--- config.mk ---
export PLATFORM = sky130hd
export DESIGN_NAME = date_add_day_offset_unit
export DESIGN_NICKNAME = d
export VERILOG_FILES = /design/src/dadd_pkg.sv /design/src/date_add_day_offset_unit.sv
export SDC_FILE = /design/constraint.sdc
export NUM_CORES = 1
export LEC_CHECK = 0
export BUFFER_PORTS_ARGS = -buffer_cell sky130_fd_sc_hd__clkbuf_2
export CORE_ASPECT_RATIO = 1.1
export CORE_MARGIN = 2
export CORE_UTILIZATION = 58
export DETAILED_ROUTE_END_ITERATION = 7
export GPL_ROUTABILITY_DRIVEN = 0
export GPL_TIMING_DRIVEN = 0
export PLACE_DENSITY = 0.8
export RECOVER_POWER = 50
export SYNTH_ARGS = -nofsm -noshare
export SYNTH_HDL_FRONTEND = slang
export SYNTH_SLANG_ARGS = --single-unit
--- constraint.sdc ---
create_clock -name clk -period 5.04 [get_ports clk]
set_input_delay 0.252 -clock clk [delete_from_list [all_inputs] [get_ports clk]]
set_output_delay 0.252 -clock clk [all_outputs]
set_load 0.1 [all_outputs]
--- src/dadd_pkg.sv ---
// Shared types, calendar constants and the month length function for the
// date offset unit. No dependencies.
package dadd_pkg;

	// Sequencer states
	typedef enum logic [1:0] {
		ST_IDLE,
		ST_RUN,
		ST_DONE
	} state_t;

	localparam int unsigned DAY_W   = 5;
	localparam int unsigned MONTH_W = 4;
	localparam int unsigned YEAR_W  = 16;

	localparam logic [MONTH_W-1:0] MONTH_JAN = 4'd1;
	localparam logic [MONTH_W-1:0] MONTH_FEB = 4'd2;
	localparam logic [MONTH_W-1:0] MONTH_APR = 4'd4;
	localparam logic [MONTH_W-1:0] MONTH_JUN = 4'd6;
	localparam logic [MONTH_W-1:0] MONTH_SEP = 4'd9;
	localparam logic [MONTH_W-1:0] MONTH_NOV = 4'd11;
	localparam logic [MONTH_W-1:0] MONTH_DEC = 4'd12;

	localparam logic [DAY_W-1:0] DAYS_LEAP_FEB = 5'd29;
	localparam logic [DAY_W-1:0] DAYS_FEB      = 5'd28;
	localparam logic [DAY_W-1:0] DAYS_LONG     = 5'd31;
	localparam logic [DAY_W-1:0] DAYS_SHORT    = 5'd30;

	// Days in a month; leap when the two low year bits are zero
	function automatic logic [DAY_W-1:0] month_len(input logic [MONTH_W-1:0] m,
		input logic [1:0] y_lo);
		logic [DAY_W-1:0] len;
		len = DAYS_LONG;
		if (m == MONTH_FEB) begin
			len = (y_lo == 2'b00) ? DAYS_LEAP_FEB : DAYS_FEB;
		end else if (m == MONTH_APR || m == MONTH_JUN || m == MONTH_SEP ||
			m == MONTH_NOV) begin
			len = DAYS_SHORT;
		end
		return len;
	endfunction

endpackage

--- src/date_add_day_offset_unit.sv ---
// Top level of the date offset unit: sequencer, day accumulator and month stepper.
// Depends on dadd_pkg.
// After an input transaction the unit walks k months before raising out_valid, where k is
// up to about 1100 for 16-bit offsets, one step per cycle in the shared unit.
// A new item is taken only after the last result is taken; in_ready is high only while idle.
// Reset: arst_n clears the sequencer to idle; the datapath registers are not reset.
module date_add_day_offset_unit #(
	parameter int unsigned OFFSET_BITS = 16
) (
	input  logic                                clk,
	input  logic                                arst_n,
	input  logic                                in_valid,
	output logic                                in_ready,
	input  logic [dadd_pkg::DAY_W-1:0]          start_day,
	input  logic [dadd_pkg::MONTH_W-1:0]        start_month,
	input  logic [dadd_pkg::YEAR_W-1:0]         start_year,
	input  logic signed [OFFSET_BITS-1:0]       day_offset,
	output logic                                out_valid,
	input  logic                                out_ready,
	output logic [dadd_pkg::DAY_W-1:0]          result_day,
	output logic [dadd_pkg::MONTH_W-1:0]        result_month,
	output logic [dadd_pkg::YEAR_W-1:0]         result_year
);

	// Accumulator holds start day plus offset with headroom for both signs
	localparam int unsigned DW = OFFSET_BITS + 2;

	dadd_pkg::state_t state_q, state_nxt;

	logic signed [DW-1:0]              d_q;
	logic [dadd_pkg::MONTH_W-1:0]      m_q;
	logic [dadd_pkg::YEAR_W-1:0]       y_q;

	logic                              in_fire, out_fire;
	logic [dadd_pkg::DAY_W-1:0]        len_cur, len_prev;
	logic [dadd_pkg::MONTH_W-1:0]      m_prev, m_next, m_start;
	logic [dadd_pkg::YEAR_W-1:0]       y_prev, y_next;
	logic signed [DW-1:0]              len_cur_s, len_prev_s, addend, d_sum, d_start;
	logic                              over, under;

	assign in_fire  = in_valid & in_ready;
	assign out_fire = out_valid & out_ready;

	// Clamp start month into 1..12
	always_comb begin
		m_start = start_month;
		if (start_month < dadd_pkg::MONTH_JAN) begin
			m_start = dadd_pkg::MONTH_JAN;
		end else if (start_month > dadd_pkg::MONTH_DEC) begin
			m_start = dadd_pkg::MONTH_DEC;
		end
	end

	// Initial day: start day plus sign-extended offset
	assign d_start = $signed({{(DW-dadd_pkg::DAY_W){1'b0}}, start_day}) +
		$signed({{2{day_offset[OFFSET_BITS-1]}}, day_offset});

	// Neighbor months and their lengths
	always_comb begin
		if (m_q == dadd_pkg::MONTH_DEC) begin
			m_next = dadd_pkg::MONTH_JAN;
			y_next = y_q + 16'd1;
		end else begin
			m_next = m_q + 4'd1;
			y_next = y_q;
		end
		if (m_q == dadd_pkg::MONTH_JAN) begin
			m_prev = dadd_pkg::MONTH_DEC;
			y_prev = y_q - 16'd1;
		end else begin
			m_prev = m_q - 4'd1;
			y_prev = y_q;
		end
	end

	assign len_cur    = dadd_pkg::month_len(m_q, y_q[1:0]);
	assign len_prev   = dadd_pkg::month_len(m_prev, y_prev[1:0]);
	assign len_cur_s  = $signed({{(DW-dadd_pkg::DAY_W){1'b0}}, len_cur});
	assign len_prev_s = $signed({{(DW-dadd_pkg::DAY_W){1'b0}}, len_prev});

	// Shared add/compare unit: one month step per cycle
	assign over   = d_q > len_cur_s;
	assign under  = d_q < $signed({{(DW-1){1'b0}}, 1'b1});
	assign addend = over ? -len_cur_s : len_prev_s;
	assign d_sum  = d_q + addend;

	// Next state
	always_comb begin
		state_nxt = state_q;
		case (state_q)
			dadd_pkg::ST_IDLE: begin
				if (in_fire) state_nxt = dadd_pkg::ST_RUN;
			end
			dadd_pkg::ST_RUN: begin
				if (!over && !under) state_nxt = dadd_pkg::ST_DONE;
			end
			dadd_pkg::ST_DONE: begin
				if (out_fire) state_nxt = dadd_pkg::ST_IDLE;
			end
			default: state_nxt = dadd_pkg::ST_IDLE;
		endcase
	end

	// Handshake outputs
	always_comb begin
		in_ready  = 1'b0;
		out_valid = 1'b0;
		case (state_q)
			dadd_pkg::ST_IDLE: in_ready  = 1'b1;
			dadd_pkg::ST_DONE: out_valid = 1'b1;
			default: begin
				in_ready  = 1'b0;
				out_valid = 1'b0;
			end
		endcase
	end

	always_ff @(posedge clk or negedge arst_n) begin
		if (!arst_n) begin
			state_q <= dadd_pkg::ST_IDLE;
		end else begin
			state_q <= state_nxt;
		end
	end

	// Date registers: load on transaction, step while running
	always_ff @(posedge clk) begin
		if (in_fire) begin
			d_q <= d_start;
			m_q <= m_start;
			y_q <= start_year;
		end else if (state_q == dadd_pkg::ST_RUN) begin
			if (over) begin
				d_q <= d_sum;
				m_q <= m_next;
				y_q <= y_next;
			end else if (under) begin
				d_q <= d_sum;
				m_q <= m_prev;
				y_q <= y_prev;
			end
		end
	end

	assign result_day   = d_q[dadd_pkg::DAY_W-1:0];
	assign result_month = m_q;
	assign result_year  = y_q;

	// Finished day lies within a month
	a_day_range: assert property (@(posedge clk) disable iff (!arst_n)
		state_q == dadd_pkg::ST_DONE |-> (d_q >= 1 && d_q <= 31))
		else $error("result day out of range");

	// Month stays in 1..12 while an item is in flight
	a_month_range: assert property (@(posedge clk) disable iff (!arst_n)
		state_q != dadd_pkg::ST_IDLE |-> (m_q >= dadd_pkg::MONTH_JAN &&
		m_q <= dadd_pkg::MONTH_DEC))
		else $error("month out of range");

	// An accepted item always starts the month walk
	a_start_run: assert property (@(posedge clk) disable iff (!arst_n)
		in_fire |=> state_q == dadd_pkg::ST_RUN)
		else $error("accepted item did not start");

	// Result stays put while waiting to be taken
	a_hold_result: assert property (@(posedge clk) disable iff (!arst_n)
		out_valid && !out_ready |=> $stable(d_q) && $stable(m_q) && $stable(y_q))
		else $error("result changed while pending");

endmodule
After elaboration in Yosys (flattened, before gate mapping)

Cells that the tools add are included.

Output and inout bits: 27
Logic and storage cells: 86
Flip-flop bits (word level): 40
Bits of input ports: 45

Magnitude comparators: 4
Reduce and logical (&&, ||, !) cells: 19
Eq/ne operators: 18
Bitwise gates (word level): 2
$add $sub $neg: 7
Muxes and demuxes: 31

Operators by type and width:

| cell                                                                          | count |
|---|---|
| 16-bit two-way mux                                                            | 6 |
| 18-bit two-way mux                                                            | 5 |
| 4-bit two-way mux                                                             | 8 |
| 4-bit equality test, second input constant                                    | 5 |
| 18-bit adder                                                                  | 1 |
| 18-bit by 6-bit > comparator with 1-bit output                                | 1 |
| 18-bit by 2-bit less-than comparator with 1-bit output, second input constant | 1 |
| 5-bit negator with 18-bit output                                              | 1 |
| 6-bit by 16-bit adder with 17-bit output                                      | 1 |
| 16-bit by 1-bit adder with 16-bit output, second input constant               | 1 |
| 4-bit by 3-bit equality test with 1-bit output, second input constant         | 4 |
| 16-bit by 1-bit subtractor with 16-bit output, second input constant          | 1 |
| 2-bit two-way mux                                                             | 5 |
| 4-bit by 2-bit equality test with 1-bit output, second input constant         | 2 |
| 2-bit zero test                                                               | 3 |
| 1-bit logical OR                                                              | 6 |
| 1-bit two-way mux                                                             | 6 |
| 2-bit inequality test, second input constant                                  | 3 |
| 2-bit one-hot mux with 3 select lines                                         | 1 |
| 3-bit AND reduction                                                           | 2 |
| 3-bit nonzero test                                                            | 2 |
| 4-bit by 1-bit adder with 4-bit output, second input constant                 | 1 |
| 4-bit by 1-bit equality test with 1-bit output, second input constant         | 1 |
| 4-bit > comparator, second input constant                                     | 1 |
| 11 further kinds                                                              | 13 |

Logic depth before layout (Yosys ltp)

Depth in word-level cells: 14
Depth in mapped cells: 24
Depth with buffers taken out: 21

Worst setup path after synthesis

Ideal clock, no wire load.

Path kind: reg2reg
From: register m_q (netlist bit result_month[0])
To: register d_q[12] (data pin)
Data arrival time: 4,843 ps
Data required time: 4,771 ps
Cell stages (with the launch flop): 24
Path buffers: 2
Setup time: 269 ps
Setup slack: -73 ps
Period minus slack after synthesis: 5,113 ps
Cell sequence: edfxtp_1 -> inv_1 -> ha_1 -> o21ai_0 -> a21oi_1 -> nor2_1 -> ha_1 -> nand2_1 -> o211ai_1 -> a21o_1 -> buf_4 -> inv_2 -> buf_2 -> nand2_1 -> o31ai_1 -> ha_1 -> inv_1 -> fa_1 -> nor2b_1 -> o2111ai_1 -> and4b_1 -> o21ai_1 -> xnor2_1 -> mux2i_1

Word-level cells in the longest chain between the ends: 14
Elaborated cells on any way between the ends: 34
Classes of those cells: add/sub: 3; order compare: 1; eq/ne: 11; mux: 12; reduce/logical: 7

Ends and longest elaborated chain:

| what                                                                                                    | RTL line                        | text |
|---|---|---|
| start: declaration                                                                                      | date_add_day_offset_unit.sv:31  | `logic [dadd_pkg::MONTH_W-1:0] m_q;` |
| start signal: assignment                                                                                | date_add_day_offset_unit.sv:130 | `m_q <= m_start;` |
| start signal: assignment                                                                                | date_add_day_offset_unit.sv:135 | `m_q <= m_next;` |
| start signal: assignment                                                                                | date_add_day_offset_unit.sv:139 | `m_q <= m_prev;` |
| parallel branches: the longest is 11 deep, another holds 18-bit by 6-bit > comparator with 1-bit output | n/a                             |  |
| 18-bit two-way mux (*)                                                                                  | date_add_day_offset_unit.sv:133 | `if (over) begin` |
| 18-bit two-way mux (*)                                                                                  | date_add_day_offset_unit.sv:132 | `end else if (state_q == dadd_pkg::ST_RUN) begin` |
| 18-bit two-way mux (*)                                                                                  | date_add_day_offset_unit.sv:128 | `if (in_fire) begin` |
| end signal: assignment                                                                                  | date_add_day_offset_unit.sv:129 | `d_q <= d_start;` |
| end signal: assignment                                                                                  | date_add_day_offset_unit.sv:134 | `d_q <= d_sum;` |
| end signal: assignment                                                                                  | date_add_day_offset_unit.sv:138 | `d_q <= d_sum;` |
| end: declaration                                                                                        | date_add_day_offset_unit.sv:30  | `logic signed [DW-1:0] d_q;` |

Every way passes the cells marked *. The select of a mux whose other input is x is not followed.
A chain may end at the register's enable or synchronous reset.

Worst setup path in the final report

From: register m_q (netlist bit result_month[1])
To: register d_q[12] (data pin)

The elaborated chain is that of the path after synthesis.

==> results.sh <==
export IMPL_status="completed"
export IMPL_synth_seq_area_share=0.2782
export IMPL_maxCapViolations=0
export IMPL_drt_initial_drc_count=304
export IMPL_peakVddDrop_v=0.0003503
export IMPL_slew_violations=0
export IMPL_critPathMaxFanout=21
export IMPL_crit_type="flop to flop"
export IMPL_cp_cell_sequence="inv_1 > ha_1 > o21ai_0 > a21oi_1 > nor2_1 > ha_1 > nor2b_1 > o211ai_1 > a21o_1 > buf_4 > inv_2 > buf_8 > o31ai_1 > ha_1 > inv_1 > fa_1 > nor2b_2 > o2111ai_1 > and4b_1 > o21ai_2 > xnor2_1 > mux2i_1"
export IMPL_cts_made_buffers=5
export IMPL_grt_max_degree=23
export IMPL_area_growth_pct=14.26
export IMPL_wl_per_cell_um=16.99
export IMPL_post_route_util=0.6903
export IMPL_syn_cell_area_um2=4282
export IMPL_p_leak_nw=1.936
export IMPL_h_tree_depth=2
export IMPL_antenna_found_initial=0
export IMPL_synth_top_cell_area_share=0.2665
export IMPL_cp_slowest_cell="edfxtp_1"
export IMPL_antenna_cells=0
export IMPL_slew_limit_headroom=0.2167
export IMPL_crit_path_end_kind="flop"
export IMPL_synth_edff_count=38
export IMPL_finalNonFillerCells=693
export IMPL_crit_family="compound AO/OA/AOI/OAI gates"
export IMPL_grt_util_all_layers=0.2924
export IMPL_cts_path_max_buffers=2
export IMPL_grt_pass1_vias=4131
export IMPL_setup_tns_final_ns=0
export IMPL_global_route_usage_met1=0.3441
export IMPL_vias=4314
export IMPL_synthTopCellsByArea="edfxtp_1, ha_1, xnor2_1"
export IMPL_yosysTopAreaCell="edfxtp_1"
export IMPL_power_density_nw_per_um2=487.8
export IMPL_clk_pin_slew_ns=0.09
export IMPL_grt_busiest_layer="met2"
export IMPL_synth_common_cells="nand2_1, nor2_1, a21oi_1"
export IMPL_hold_viol_final=0
export IMPL_die_area_um2=8086
export IMPL_setup_violations=0
export IMPL_min_path_type="input pin to flop"
export IMPL_cts_tree="done"
export IMPL_grt_met2_usage=0.5239
export IMPL_reg2reg_slack_ns=0.34
export IMPL_async_flop_share=0.05000
export IMPL_tightest_slew_ns=1.180
export IMPL_clk_latency_ns=0.30
export IMPL_routed_wl_um=11780
export IMPL_ys_flop_type="edfxtp_1"
export IMPL_synth_ff_latch_count=40
export IMPL_yosysMostFrequentCell="nand2_1"
export IMPL_max_freq_mhz=212.6
export IMPL_initial_core_util=0.6042
export IMPL_cp_arrival_ns=4.73
export IMPL_worstSetupStartpointType="flop"
export IMPL_drc=0
export IMPL_period_share=0.9332
export IMPL_required_ns=5.06
export IMPL_rsz0062_at_grt="no"
export IMPL_avgSynthCellArea_um2=8.282
export IMPL_ios=72
export IMPL_cpPeakStageDelay_ns=0.43
export IMPL_ys_types=62
export IMPL_synth_nets=597
export IMPL_hpwl_um=8575
export IMPL_final_nets=687
export IMPL_grt_use_met3=0.04218
export IMPL_routed_via_density=6.225
export IMPL_dp_cells=674
export IMPL_syn_inst=517
export IMPL_clk_root_buffer_cell="clkbuf_8"
export IMPL_grt_pass1_wl_um=18840
export IMPL_chipWidth_um=85.92
export IMPL_cts_sinks=40
export IMPL_rows=32
export IMPL_grt_overflow_total=0
export IMPL_core_area_um2=7087
export IMPL_die_height_um=94.11
export IMPL_power_total_mw=2.387
export IMPL_numPortBuffers=71
export IMPL_drt_pre_antenna_iters=5
export IMPL_ant_nets=0
export IMPL_worst_path_buf_inv=5
export IMPL_finalCriticalPeriod_ns=4.703
export IMPL_drive_above_1_share=0.1464
export IMPL_ys_warn_count=0
export IMPL_skew_ns=0.01653
export IMPL_path_common_cell="ha_1"
-- stage by stage --
| step | area [um^2] | setup WS (ns) | hold slack (ns) |
|---|---|---|---|
| 2_1_floorplan | 4284 | 0.01703 | -0.04359 |
| 3_3_place_gp | 4746 | 0.02183 | 0.05020 |
| 3_5_place_dp | 4757 | -0.08422 | 0.04997 |
| 4_1_cts | 4861 | 0.04774 | 0.2223 |
| 5_1_grt | 4892 | 0.01354 | 0.2427 |
| 6_report | 4892 | 0.3369 | 0.2155 |
-- logic make-up after synthesis --
logic type,after synthesis,synth area share
AO/OA/AOI/OAI,134,0.1964
XOR/XNOR,50,0.1023
adder cells (fa/ha/maj),35,0.1058
buffers and inverters,55,0.06049
flip-flops,40,0.2782
multiplexers,9,0.02104
AND/OR/NAND/NOR,194,0.2358
-- where the power goes --
part	internal, mW	switching, mW	total (mW)
sequential	0.525	0.0912	0.616
clock	0.110	0.126	0.236
combinational	0.503	1.03	1.53
-- state kept, by name (all words and copies together), names as in the netlist --
name and cells:
d_q 18, result_year 16, result_month 4, state_q 2
-- worst paths after layout --
check | startpoint | endpoint | depth (start not counted)
worst min-delay path | start_year[10] | result_year[10] | 3
worst max register to register | result_month[1] | d_q[12] | 22
min in group asynchronous | arst_n | state_q[0] | 2
worst max-delay path | result_month[1] | d_q[12] | 22
max in group asynchronous | arst_n | state_q[1] | 2
worst min register to register | state_q[1] | state_q[1] | 2
-- cell usage in the layout (no fill, tap or decap), types with 16 or more instances in the layout --
master    instances
nand2_1          50
nor2_1           49
clkbuf_1         46
a21oi_1          43
clkbuf_2         43
edfxtp_1         38
ha_1             33
xnor2_1          29
o21ai_0          23
inv_1            22
xor2_1           21
nor3_1           20
nand3_1          20
buf_4            16
-- repair_timing --
item | CTS | global route
endpoints found under the setup margin | 2 | 7
setup buffers | 1 | 10
gates resized for setup | 0 | 4
hold endpoints to repair | 2 | 0
hold buffers | 1 | 0
pin swaps | 0 | 1
-- layer usage --
layer	up-vias	share of wire
met3	34	0.091
met2	235	0.49
li1	2063	-
met5	-	0
met4	0	0.027
met1	1982	0.39
-- cell type report --
cell class | count | area [um^2]
buffer | 31 | 166.4
clock inverter | 1 | 3.754
fill | 632 | 2195
multi-input combinational | 422 | 2828
inverter | 23 | 86.33
tap | 85 | 106.4
timing repair buffer | 84 | 424.2
sequential | 40 | 1191
clock buffer | 7 | 86.33
-- tightest hold or removal path, cell delays in order --
cell and delay [ns]:
clkbuf_2 0.08, nand2_1 0.05, o21ai_2 0.04
(Power assumes the default switching activity.)
